==> src/hw/rtl/sfci_pkg.sv <==
// Package for the space-filling curve index unit: field widths, configuration
// register indexes, the curve tables and the record carried down the walk pipeline.
// No dependencies.
package sfci_pkg;

    // Field widths.
    localparam int COORD_W   = 32;
    localparam int COORD_Z_W = 21;
    localparam int CODE_W    = 64;
    localparam int CFG_IDX_W = 2;
    localparam int CFG_DAT_W = 2;

    // Default level counts and the number of curve levels resolved per pipeline stage.
    localparam int DEF_LEVELS_2D   = 32;
    localparam int DEF_LEVELS_3D   = 21;
    localparam int LEVELS_PER_STG  = 8;

    // Configuration register indexes.
    localparam logic [CFG_IDX_W-1:0] CFG_SPACE_DIMS = 2'd0;
    localparam logic [CFG_IDX_W-1:0] CFG_CURVE_KIND = 2'd1;

    // Register reset values and codes.
    localparam logic [1:0] DIMS_2D       = 2'd2;
    localparam logic [1:0] DIMS_RESET    = 2'd3;
    localparam logic       KIND_MORTON   = 1'b0;
    localparam logic       KIND_RESET    = 1'b1;

    // Unit cube visiting order of the 3D curve.
    localparam logic [2:0] UNIT_ORDER [8] = '{3'd0, 3'd7, 3'd3, 3'd4, 3'd1, 3'd6, 3'd2, 3'd5};

    // Quadrant orders of the 2D curve.
    localparam logic [1:0] QUAD_UD [4] = '{2'd0, 2'd3, 2'd1, 2'd2};
    localparam logic [1:0] QUAD_RL [4] = '{2'd3, 2'd2, 2'd0, 2'd1};

    // Rotation applied after each mapped 3D digit: target axis per source axis
    // (two bits each, axis 0 lowest) and a mirror bit per axis. Digits 2 and 5
    // leave the rotation alone.
    localparam logic [2:0][1:0] ROT_AXIS [8] = '{
        6'b001001, 6'b100001, 6'b000000, 6'b000110,
        6'b000110, 6'b000000, 6'b100001, 6'b001001
    };
    localparam logic [2:0] ROT_NEG [8] = '{
        3'b000, 3'b010, 3'b000, 3'b001, 3'b100, 3'b000, 3'b001, 3'b101
    };
    localparam logic [7:0] ROT_VALID   = 8'b1101_1011;
    localparam logic [7:0] FLIP_TOGGLE = 8'b0101_1010;
    localparam logic [2:0] DIGIT3_MASK = 3'b111;

    // Record of one point on its way down the walk pipeline. The work word holds
    // the remaining Morton digits, left aligned; the code collects output digits.
    typedef struct packed {
        logic              walk;
        logic              dim2;
        logic [CODE_W-1:0] work;
        logic [CODE_W-1:0] code;
        logic [1:0]        orient;
        logic [2:0][1:0]   axis;
        logic [2:0]        neg;
        logic              flip;
    } t_walk;

endpackage

==> src/hw/rtl/space_filling_curve_index.sv <==
// Space-filling curve index unit: top level with configuration registers, Morton
// interleave and the staged Hilbert walk. Depends on sfci_pkg.
//
// Turns a point (x, y, z) into its Morton or Hilbert index, selected by the
// space_dims (2 for 2D, anything else 3D) and curve_kind registers. A new point
// is taken every clock cycle while o_stall is low. The point is loaded into the
// input register at the accepting edge, then passes through the walk stages, each
// for eight curve levels, and the result register, in that order. Stages hold their
// point independently, so a stalled result only stops the request side once the
// input register, every stage and the result register are full. Write the
// registers only while the unit is empty.
module space_filling_curve_index
    import sfci_pkg::*;
#(
    parameter int LEVELS_2D = DEF_LEVELS_2D,
    parameter int LEVELS_3D = DEF_LEVELS_3D
) (
    input  logic                 i_clk,
    input  logic                 i_rst_n,
    // Point requests.
    input  logic                 i_valid,
    output logic                 o_stall,
    input  logic [COORD_W-1:0]   i_coord_x,
    input  logic [COORD_W-1:0]   i_coord_y,
    input  logic [COORD_Z_W-1:0] i_coord_z,
    // Results.
    output logic                 o_valid,
    input  logic                 i_stall,
    output logic [CODE_W-1:0]    o_curve_code,
    // Configuration writes.
    input  logic                 i_cfg_valid,
    output logic                 o_cfg_ready,
    input  logic [CFG_IDX_W-1:0] i_cfg_index,
    input  logic [CFG_DAT_W-1:0] i_cfg_data
);

    localparam int LEVELS_MAX = (LEVELS_2D > LEVELS_3D) ? LEVELS_2D : LEVELS_3D;
    localparam int NUM_STG    = (LEVELS_MAX + LEVELS_PER_STG - 1) / LEVELS_PER_STG;
    localparam int ALIGN_2D   = CODE_W - 2 * LEVELS_2D;
    localparam int ALIGN_3D   = CODE_W - 3 * LEVELS_3D;

    // Fold an axis number into 0..2.
    function automatic logic [1:0] axis_mod3(input logic [1:0] a);
        return (a == 2'd3) ? 2'd0 : a;
    endfunction

    // One level of the 2D curve.
    function automatic t_walk step_2d(input t_walk a);
        t_walk      r;
        logic [1:0] d;
        logic [1:0] nd;
        r = a;
        d = a.work[CODE_W-1 -: 2];
        case (a.orient)
            2'd0:    nd = QUAD_UD[d];
            2'd1:    nd = QUAD_RL[d];
            2'd2:    nd = QUAD_UD[~d];
            default: nd = QUAD_RL[~d];
        endcase
        r.code = {a.code[CODE_W-3:0], (a.flip ? ~nd : nd)};
        r.work = {a.work[CODE_W-3:0], 2'b00};
        if (nd == 2'd0) begin
            r.orient = a.orient + 2'd1;
            r.flip   = ~a.flip;
        end
        if (nd == 2'd3) begin
            r.orient = a.orient + 2'd3;
            r.flip   = ~a.flip;
        end
        return r;
    endfunction

    // One level of the 3D curve: permute the digit, map it through the unit
    // order, then compose the rotation that the mapped digit calls for.
    function automatic t_walk step_3d(input t_walk a);
        t_walk      r;
        logic [2:0] d;
        logic [2:0] pd;
        logic [2:0] h;
        logic [1:0] k;
        r  = a;
        d  = a.work[CODE_W-1 -: 3];
        pd = '0;
        for (int i = 0; i < 3; i++) begin
            pd[axis_mod3(a.axis[i])] = d[i] ^ a.neg[i];
        end
        h = UNIT_ORDER[pd];
        r.code = {a.code[CODE_W-4:0], (a.flip ? (h ^ DIGIT3_MASK) : h)};
        r.work = {a.work[CODE_W-4:0], 3'b000};
        if (ROT_VALID[h]) begin
            for (int i = 0; i < 3; i++) begin
                k         = axis_mod3(a.axis[i]);
                r.axis[i] = ROT_AXIS[h][k];
                r.neg[i]  = ROT_NEG[h][k] ^ a.neg[i];
            end
        end
        if (FLIP_TOGGLE[h]) begin
            r.flip = ~a.flip;
        end
        return r;
    endfunction

    // Configuration registers.
    logic [1:0] r_space_dims;
    logic       r_curve_kind;

    assign o_cfg_ready = 1'b1;

    always_ff @(posedge i_clk) begin
        if (!i_rst_n) begin
            r_space_dims <= DIMS_RESET;
            r_curve_kind <= KIND_RESET;
        end else if (i_cfg_valid) begin
            unique case (i_cfg_index)
                CFG_SPACE_DIMS: r_space_dims <= i_cfg_data;
                CFG_CURVE_KIND: r_curve_kind <= i_cfg_data[0];
                default: ;
            endcase
        end
    end

    // Pipeline occupancy and the ready chain from the result side backward.
    logic                 r_in_vld;
    logic [NUM_STG-1:0]   r_stg_vld;
    logic                 r_out_vld;
    logic                 in_rdy;
    logic                 out_rdy;
    logic [NUM_STG-1:0]   stg_rdy;
    logic [NUM_STG-1:0]   stg_prev_vld;

    assign out_rdy = !r_out_vld || !i_stall;
    assign in_rdy  = !r_in_vld || stg_rdy[0];
    assign o_stall = !in_rdy;
    assign o_valid = r_out_vld;

    // Input register.
    logic [COORD_W-1:0]   r_in_x;
    logic [COORD_W-1:0]   r_in_y;
    logic [COORD_Z_W-1:0] r_in_z;

    always_ff @(posedge i_clk) begin
        if (!i_rst_n) begin
            r_in_vld <= 1'b0;
        end else if (in_rdy) begin
            r_in_vld <= i_valid;
        end
    end

    always_ff @(posedge i_clk) begin
        if (in_rdy && i_valid) begin
            r_in_x <= i_coord_x;
            r_in_y <= i_coord_y;
            r_in_z <= i_coord_z;
        end
    end

    // Morton interleave, x in the lowest bit of each digit, and walk setup.
    logic              dim2;
    logic [CODE_W-1:0] morton;
    t_walk             walk_init;

    assign dim2 = (r_space_dims == DIMS_2D);

    always_comb begin
        morton = '0;
        if (dim2) begin
            for (int i = 0; i < LEVELS_2D; i++) begin
                morton[2*i]   = r_in_x[i];
                morton[2*i+1] = r_in_y[i];
            end
        end else begin
            for (int i = 0; i < LEVELS_3D; i++) begin
                morton[3*i]   = r_in_x[i];
                morton[3*i+1] = r_in_y[i];
                morton[3*i+2] = r_in_z[i];
            end
        end
        walk_init.walk   = (r_curve_kind != KIND_MORTON);
        walk_init.dim2   = dim2;
        walk_init.work   = dim2 ? (morton << ALIGN_2D) : (morton << ALIGN_3D);
        walk_init.code   = walk_init.walk ? '0 : morton;
        walk_init.orient = 2'd0;
        walk_init.axis   = {2'd2, 2'd1, 2'd0};
        walk_init.neg    = 3'b000;
        walk_init.flip   = 1'b0;
    end

    // Walk stages, each resolving up to eight curve levels from the top.
    t_walk stg_in [NUM_STG];
    t_walk n_stg  [NUM_STG];
    t_walk r_stg  [NUM_STG];

    for (genvar s = 0; s < NUM_STG; s++) begin : g_stg
        if (s == 0) begin : g_first
            assign stg_in[s]       = walk_init;
            assign stg_prev_vld[s] = r_in_vld;
        end else begin : g_next
            assign stg_in[s]       = r_stg[s-1];
            assign stg_prev_vld[s] = r_stg_vld[s-1];
        end

        if (s == NUM_STG - 1) begin : g_last_rdy
            assign stg_rdy[s] = !r_stg_vld[s] || out_rdy;
        end else begin : g_mid_rdy
            assign stg_rdy[s] = !r_stg_vld[s] || stg_rdy[s+1];
        end

        always_comb begin
            t_walk cur;
            cur = stg_in[s];
            for (int t = 0; t < LEVELS_PER_STG; t++) begin
                if (cur.walk && cur.dim2 && (s * LEVELS_PER_STG + t < LEVELS_2D)) begin
                    cur = step_2d(cur);
                end else if (cur.walk && !cur.dim2
                             && (s * LEVELS_PER_STG + t < LEVELS_3D)) begin
                    cur = step_3d(cur);
                end
            end
            n_stg[s] = cur;
        end

        always_ff @(posedge i_clk) begin
            if (!i_rst_n) begin
                r_stg_vld[s] <= 1'b0;
            end else if (stg_rdy[s]) begin
                r_stg_vld[s] <= stg_prev_vld[s];
            end
        end

        always_ff @(posedge i_clk) begin
            if (stg_rdy[s] && stg_prev_vld[s]) begin
                r_stg[s] <= n_stg[s];
            end
        end
    end

    // Result register.
    logic [CODE_W-1:0] r_out_code;

    always_ff @(posedge i_clk) begin
        if (!i_rst_n) begin
            r_out_vld <= 1'b0;
        end else if (out_rdy) begin
            r_out_vld <= r_stg_vld[NUM_STG-1];
        end
    end

    always_ff @(posedge i_clk) begin
        if (out_rdy && r_stg_vld[NUM_STG-1]) begin
            r_out_code <= r_stg[NUM_STG-1].code;
        end
    end

    assign o_curve_code = r_out_code;

    // An empty result register always lets a request in.
    assert property (@(posedge i_clk) disable iff (!i_rst_n)
        !r_out_vld |-> !o_stall)
        else $error("request stalled while result register is empty");

    // An accepted request lands in the input register.
    assert property (@(posedge i_clk) disable iff (!i_rst_n)
        (i_valid && !o_stall) |=> r_in_vld)
        else $error("accepted request lost at input register");

    // A 3D result never uses bits above three per level.
    assert property (@(posedge i_clk) disable iff (!i_rst_n)
        (r_out_vld && (r_space_dims != DIMS_2D))
            |-> ((r_out_code >> (3 * LEVELS_3D)) == '0))
        else $error("3D curve code has bits above its level count");

    // The last walk stage keeps its point while it cannot pass it on.
    assert property (@(posedge i_clk) disable iff (!i_rst_n)
        (r_stg_vld[NUM_STG-1] && !out_rdy) |=> r_stg_vld[NUM_STG-1])
        else $error("last walk stage dropped a point under stall");

endmodule
==> config.mk <==
export PLATFORM = sky130hd
export DESIGN_NAME = space_filling_curve_index
export DESIGN_NICKNAME = d
export VERILOG_FILES = /design/src/hw/rtl/sfci_pkg.sv /design/src/hw/rtl/space_filling_curve_index.sv
export SDC_FILE = /design/constraint.sdc
export NUM_CORES = 2
export LEC_CHECK = 0
export BUFFER_PORTS_ARGS = -buffer_cell sky130_fd_sc_hd__clkbuf_2
export CAP_MARGIN = 30
export CORE_MARGIN = 3
export CORE_UTILIZATION = 50
export CTS_BUF_LIST = sky130_fd_sc_hd__clkbuf_8
export DETAILED_ROUTE_END_ITERATION = 6
export GPL_ROUTABILITY_DRIVEN = 0
export PLACE_DENSITY = 0.66
export SLEW_MARGIN = 30
export SYNTH_ARGS = -nofsm -noshare
export SYNTH_HDL_FRONTEND = slang
export SYNTH_SLANG_ARGS = --single-unit
==> constraint.sdc <==
create_clock -name i_clk -period 33.1 [get_ports i_clk]
set_input_delay 6.62 -clock i_clk [delete_from_list [all_inputs] [get_ports i_clk]]
set_output_delay 6.62 -clock i_clk [all_outputs]
set_load 0.05 [all_outputs]
# Word-level counts from Yosys, hierarchy flattened
# Memories as Yosys holds them, arrays and structs flattened. A register that Yosys moved wholly into a read port is not among the register bits.
# Index checks and enable logic that the tools add are counted.
word_totals:
  regBits: 94
  ramBits: 568
  mem_bits_ro: 2352
  in_bits: 94
  wordCells: 2511
  n_memories: 106
memory_table:
  columns: ["name", "depth", "width", "read_ports", "rd_clocked_by_memory_dff", "write_ports", "line_no", "source"]
  rows:
  - ["r_stg", 4, 142, 4, 1, 4, "space_filling_curve_index.sv:191", "t_walk r_stg [NUM_STG];"]
  - ["(name not given)", 8, 6, 1, 0, 0, "space_filling_curve_index.sv:93", "r.axis[i] = ROT_AXIS[h][k];"]
  - ["(name not given)", 8, 6, 1, 0, 0, "space_filling_curve_index.sv:93", null]
  - ["(name not given)", 8, 6, 1, 0, 0, "space_filling_curve_index.sv:93", null]
  - ["(name not given)", 8, 6, 1, 0, 0, "space_filling_curve_index.sv:93", null]
  - ["(name not given)", 8, 6, 1, 0, 0, "space_filling_curve_index.sv:93", null]
  - ["100 more memories", null, null, null, null, null, null, null]
classes:
  addsub: 62
  n_lt_le_gt_ge: 246
  n_eq_ne: 156
  mux: 1352
  bitwise: 358
  reduce_logical: 220
ops:
  columns: ["op", "n"]
  rows:
  - ["140-bit 2-to-1 mux", 53]
  - ["2-bit 2-to-1 mux", 496]
  - ["2-bit binary-select mux with 2-bit select", 185]
  - ["3-bit 2-to-1 mux", 104]
  - ["1-bit 2-to-1 mux", 257]
  - ["6-bit 2-to-1 mux", 42]
  - ["2-bit equality test, second input constant", 124]
  - ["3-bit >= comparator, second input constant", 63]
  - ["9-bit 2-to-1 mux", 21]
  - ["2-bit inverter with 3-bit output", 63]
  - ["2-bit case mux with 3 select lines", 31]
  - ["2-bit by 3-bit < comparator with 1-bit output, second input constant", 60]
  - ["4-bit >= comparator, second input constant", 42]
  - ["3-bit inverter with 4-bit output", 42]
  - ["2-bit logical NOT", 64]
  - ["64-bit 2-to-1 mux", 2]
  - ["2-bit inverter", 62]
  - ["1-bit binary-select mux with 2-bit select", 60]
  - ["3-bit bitwise mux", 40]
  - ["1-bit demux with 2-bit select", 60]
  - ["2-bit by 1-bit >= comparator with 1-bit output, second input constant", 60]
  - ["1-bit bitwise XOR", 120]
  - ["1-bit logical AND", 119]
  - ["3-bit by 4-bit < comparator with 1-bit output, second input constant", 21]
  - ["other kinds (10)", 203]

# Depth between registers and ports, before layout
# An unclocked memory read counts as a cell.
logic_depth:
  word_depth: 185
  mapped_depth: 143
  depth_no_buf: 133

# Worst setup path before layout
# No wires, ideal clock.
synth_path:
  path_type: "flip-flop to flip-flop"
  start: "memory r_stg[0][8] (netlist bit)"
  end: "memory r_stg[1][5] (netlist bit) (data pin)"
  setup_time_ns: 0.259
  t_arrival_ns: 27.923
  required_time_ns: 32.841
  path_slack_ns: 4.918
  path_stages_with_launch: 137
  n_path_buf: 12
  period_less_slack_ns: 28.182
  cell_sequence: "edfxtp_1 inv_1 ha_1 nor3b_1 a22o_1 or2_1 buf_2 buf_1 xor2_1 xnor2_1 inv_1 ha_1 nor2_1 mux2i_2 a22oi_1 inv_1 ha_1 and3_1 [101 not listed] clkbuf_1 clkbuf_1 nor3_1 a22oi_1 inv_1 ha_1 nor2b_1 nor4b_1 a211oi_2 mux2i_4 xor2_2 xnor2_1 inv_1 ha_1 nor3_1 a31oi_1 buf_2 o31a_1"
synth_rtl:
  columns: ["element", "line_no"]
  rows:
  - ["start: declaration", "space_filling_curve_index.sv:191"]

==> qor.csv <==
stage,metric,value,unit
min_path,worstHoldStart,r_stg[3][38],
timing,slew_violations,0,
worst_setup_path,r2r_start,r_stg[0][8],
synthesis,syn_inst,5542,
floorplanning,die_h,321,um
clocking,cts.sinks,551,
timing,hold_viol,0,
timing,clock-skew-final,0.0406,ns
timing,worst_slew_pin_slew,1.04,ns
routing,wl_per_cell,21.2,um
synthesis,synth-edff-count,542,
clocking,htreeDepth,3,
timing,min_period,30.47,ns
global_route,grt_pass1_wl,224000,um
min_path,hp-class,reg -> reg,
worst_setup_path,worst_setup_path_start_kind,flop,
worst_setup_path,cpMaxStageDelayCell,o41ai_4,
floorplanning,initial_core_util,50.5,%
routing,dr.first_iter.drc_count,4939,
worst_setup_path,cp.required,33.56,ns
synthesis,ys_types,141,
global_route,grt_pass1_vias,38500,
run,drv_cap,0,
layout,final_common_cell,nor2_1,
worst_setup_path,crit_type,reg -> reg,
synthesis,synth_seq_cells,551,
placed_design,hpwl,115000,um
timing,timing.slew.headroom,30.4,%
routing,vias_per_cell,6.03,
min_path,hold_end,o_curve_code[26],
global_route,antenna_found_initial,2,
worst_setup_path,crit_fanout,22,
layout,final_cell_mix,"nor2_1, nand2_1, edfxtp_1",
routing,drc_errors,0,
floorplanning,die-area,103000,um^2
synthesis,synth_area,49700,um^2
status,status,completed,
synthesis,synth-seq-area-share,33.1,%
clocking,cts_buffers,88,
worst_setup_path,cp_common_cell,inv_1,
worst_setup_path,reg2reg_slack,2.63,ns
floorplanning,io_pins,161,
layout,synthToLayoutAreaGrowth,7.84,%
worst_setup_path,max_stage_delay,0.54,ns
synthesis,async_reset_ff_share,0,%
floorplanning,rows,115,
timing,setup_tns,0,ns
clocking,clk_pin_slew,0.06,ns
routing,dr.pass1.iters,6,
clocking,cts_max_path_buffers,3,
worst_setup_path,r2r-end,r_stg[1][8],
layout,layout-drive-gt1-share,10.3,%
layout,nets,6137,
synthesis,synth_nets,6070,
min_path,holdPathStages,0,
worst_setup_path,worst-r2r-cell-count,127,
synthesis,yosys_warnings,0,
timing,setup_violations,0,
global_route,grt_usage,27.4,%
placed_design,portBuffers,159,
routing,vias,42000,
floorplanning,die_w,321,um
layout,fill_cells,8982,
worst_setup_path,cp.arrival,30.93,ns
synthesis,synth_ff_type,edfxtp_1,
clocking,cts_tree,done,
global_route,overflow,0,
synthesis,avgSynthCellArea,8.97,um^2
global_route,grt_max_degree,159,
floorplanning,coreArea,98400,um^2
clocking,ctsHoldBuffers,0,
clocking,insertion_delay,0.71,ns
timing,max_freq,32.8,MHz
worst_setup_path,endpoint_kind,flop,
clocking,clockRootBuffer,clkbuf_8,
routing,ant_nets,0,
timing,fin_crit_sh,92.1,%
routing,wl,147000,um
-- layout make-up --
| cell class | instances | area (um^2) | area share [%] |
|---|---|---|---|
| antenna | 1 | 2.50 | 0.00467 |
| clock buffer | 90 | 1240 | 2.31 |
| clock inverter | 72 | 557 | 1.04 |
| inverter | 331 | 1240 | 2.32 |
| multi-input combinational | 4418 | 31200 | 58.2 |
| sequential | 551 | 16500 | 30.7 |
| tap | 1287 | 1610 | 3.00 |
| timing repair buffer | 219 | 1290 | 2.41 |
-- critical path, delay by kind of cell, from the launching register on --
family / cells / cell delay (ns)
adders and majority gates: 16 / 4.83
muxes: 5 / 1.37
DFF: 1 / 0.46
buffers and inverters: 20 / 2.86
and+or+nand+nor: 40 / 8.06
AOI/OAI and AO/OA: 30 / 7.49
xor gates and xnor gates: 16 / 5.06
-- cell usage after synthesis (all sizes together), types with 57 or more instances --
cell type / instances / area share [%]
mux2i: 308 / 6.3
ha: 434 / 11
xor2: 130 / 2.4
nor2b: 57 / 0.72
nand3: 73 / 0.76
buf: 80 / 0.79
nor2: 600 / 4.5
xnor2: 262 / 4.7
nand2b: 61 / 0.78
clkbuf: 162 / 1.2
nand2: 594 / 4.5
a211oi: 105 / 1.7
o21ai: 259 / 2.6
edfxtp: 542 / 33
mux2: 70 / 1.6
a21oi: 535 / 5.4
inv: 330 / 2.5
a31oi: 65 / 0.89
nor3: 74 / 0.82
-- flip-flops by register name, summed over array words and instances (netlist names) --
name / cells
r_stg: 393
r_in_z: 21
r_in_x: 32
r_stg_vld: 4
r_in_vld: 1
r_space_dims: 2
o_curve_code: 64
r_in_y: 32
r_curve_kind: 1
o_valid: 1
-- layer usage --
layer	vias up	global-route usage, %	wire length (um)
li1	20100	-	-
met3	307	4.43	11900
met5	-	0	8
met2	1849	42.9	65500
met4	2	10.4	5930
met1	19800	38.1	64100
-- kinds of logic after synthesis --
group / count (synthesis) / synth area share [%]
AOI/OAI and AO/OA: 1432 / 19.0
xor gates and xnor gates: 398 / 7.34
adders and majority gates: 445 / 11.1
buffers and inverters: 573 / 4.51
DFF: 551 / 33.1
muxes: 396 / 8.72
other: 1 / 0.00754
and+or+nand+nor: 1746 / 16.2
-- metrics by stage --
stage / std cells / setup slack (ns) / util [%] / instance area [um^2] / hold slack [ns]
after floorplan: 5542 / 4.92 / - / 49700 / 0.400
after global placement: 6797 / 1.96 / 52.4 / 51600 / 0.403
after detailed placement: 6797 / 0.553 / 52.4 / 51600 / 0.405
after CTS: 6959 / 0.502 / 54.3 / 53400 / 0.418
after global routing: 6969 / -0.0415 / 54.5 / 53600 / 0.422
final: 6969 / 2.63 / 54.5 / 53600 / 0.418
-- worst max path at each step --
stage / from / endpoint / slack (ns) / cells past startpoint
6_report: r_stg[0][8] / r_stg[1][8] / 2.63 / 127
5_1_grt: r_stg[0][8] / r_stg[1][8] / -0.04 / 128
4_1_cts: r_stg[0][8] / r_stg[1][8] / 0.50 / 126
3_5_place_dp: r_stg[0][8] / r_stg[1][8] / 0.55 / 126
3_3_place_gp: r_stg[0][8] / r_stg[1][8] / 1.96 / 126
2_1_floorplan: r_stg[0][8] / r_stg[1][5] / 4.92 / 136
-- what timing repair did --
item                                    in CTS  in global routing
gates resized for setup                      0                 17
setup buffers                                0                  7
endpoints found under the setup margin       0                 13
Power is not shown: default switching activity piles up to over one toggle a cycle in this logic, so the estimate is an artifact.
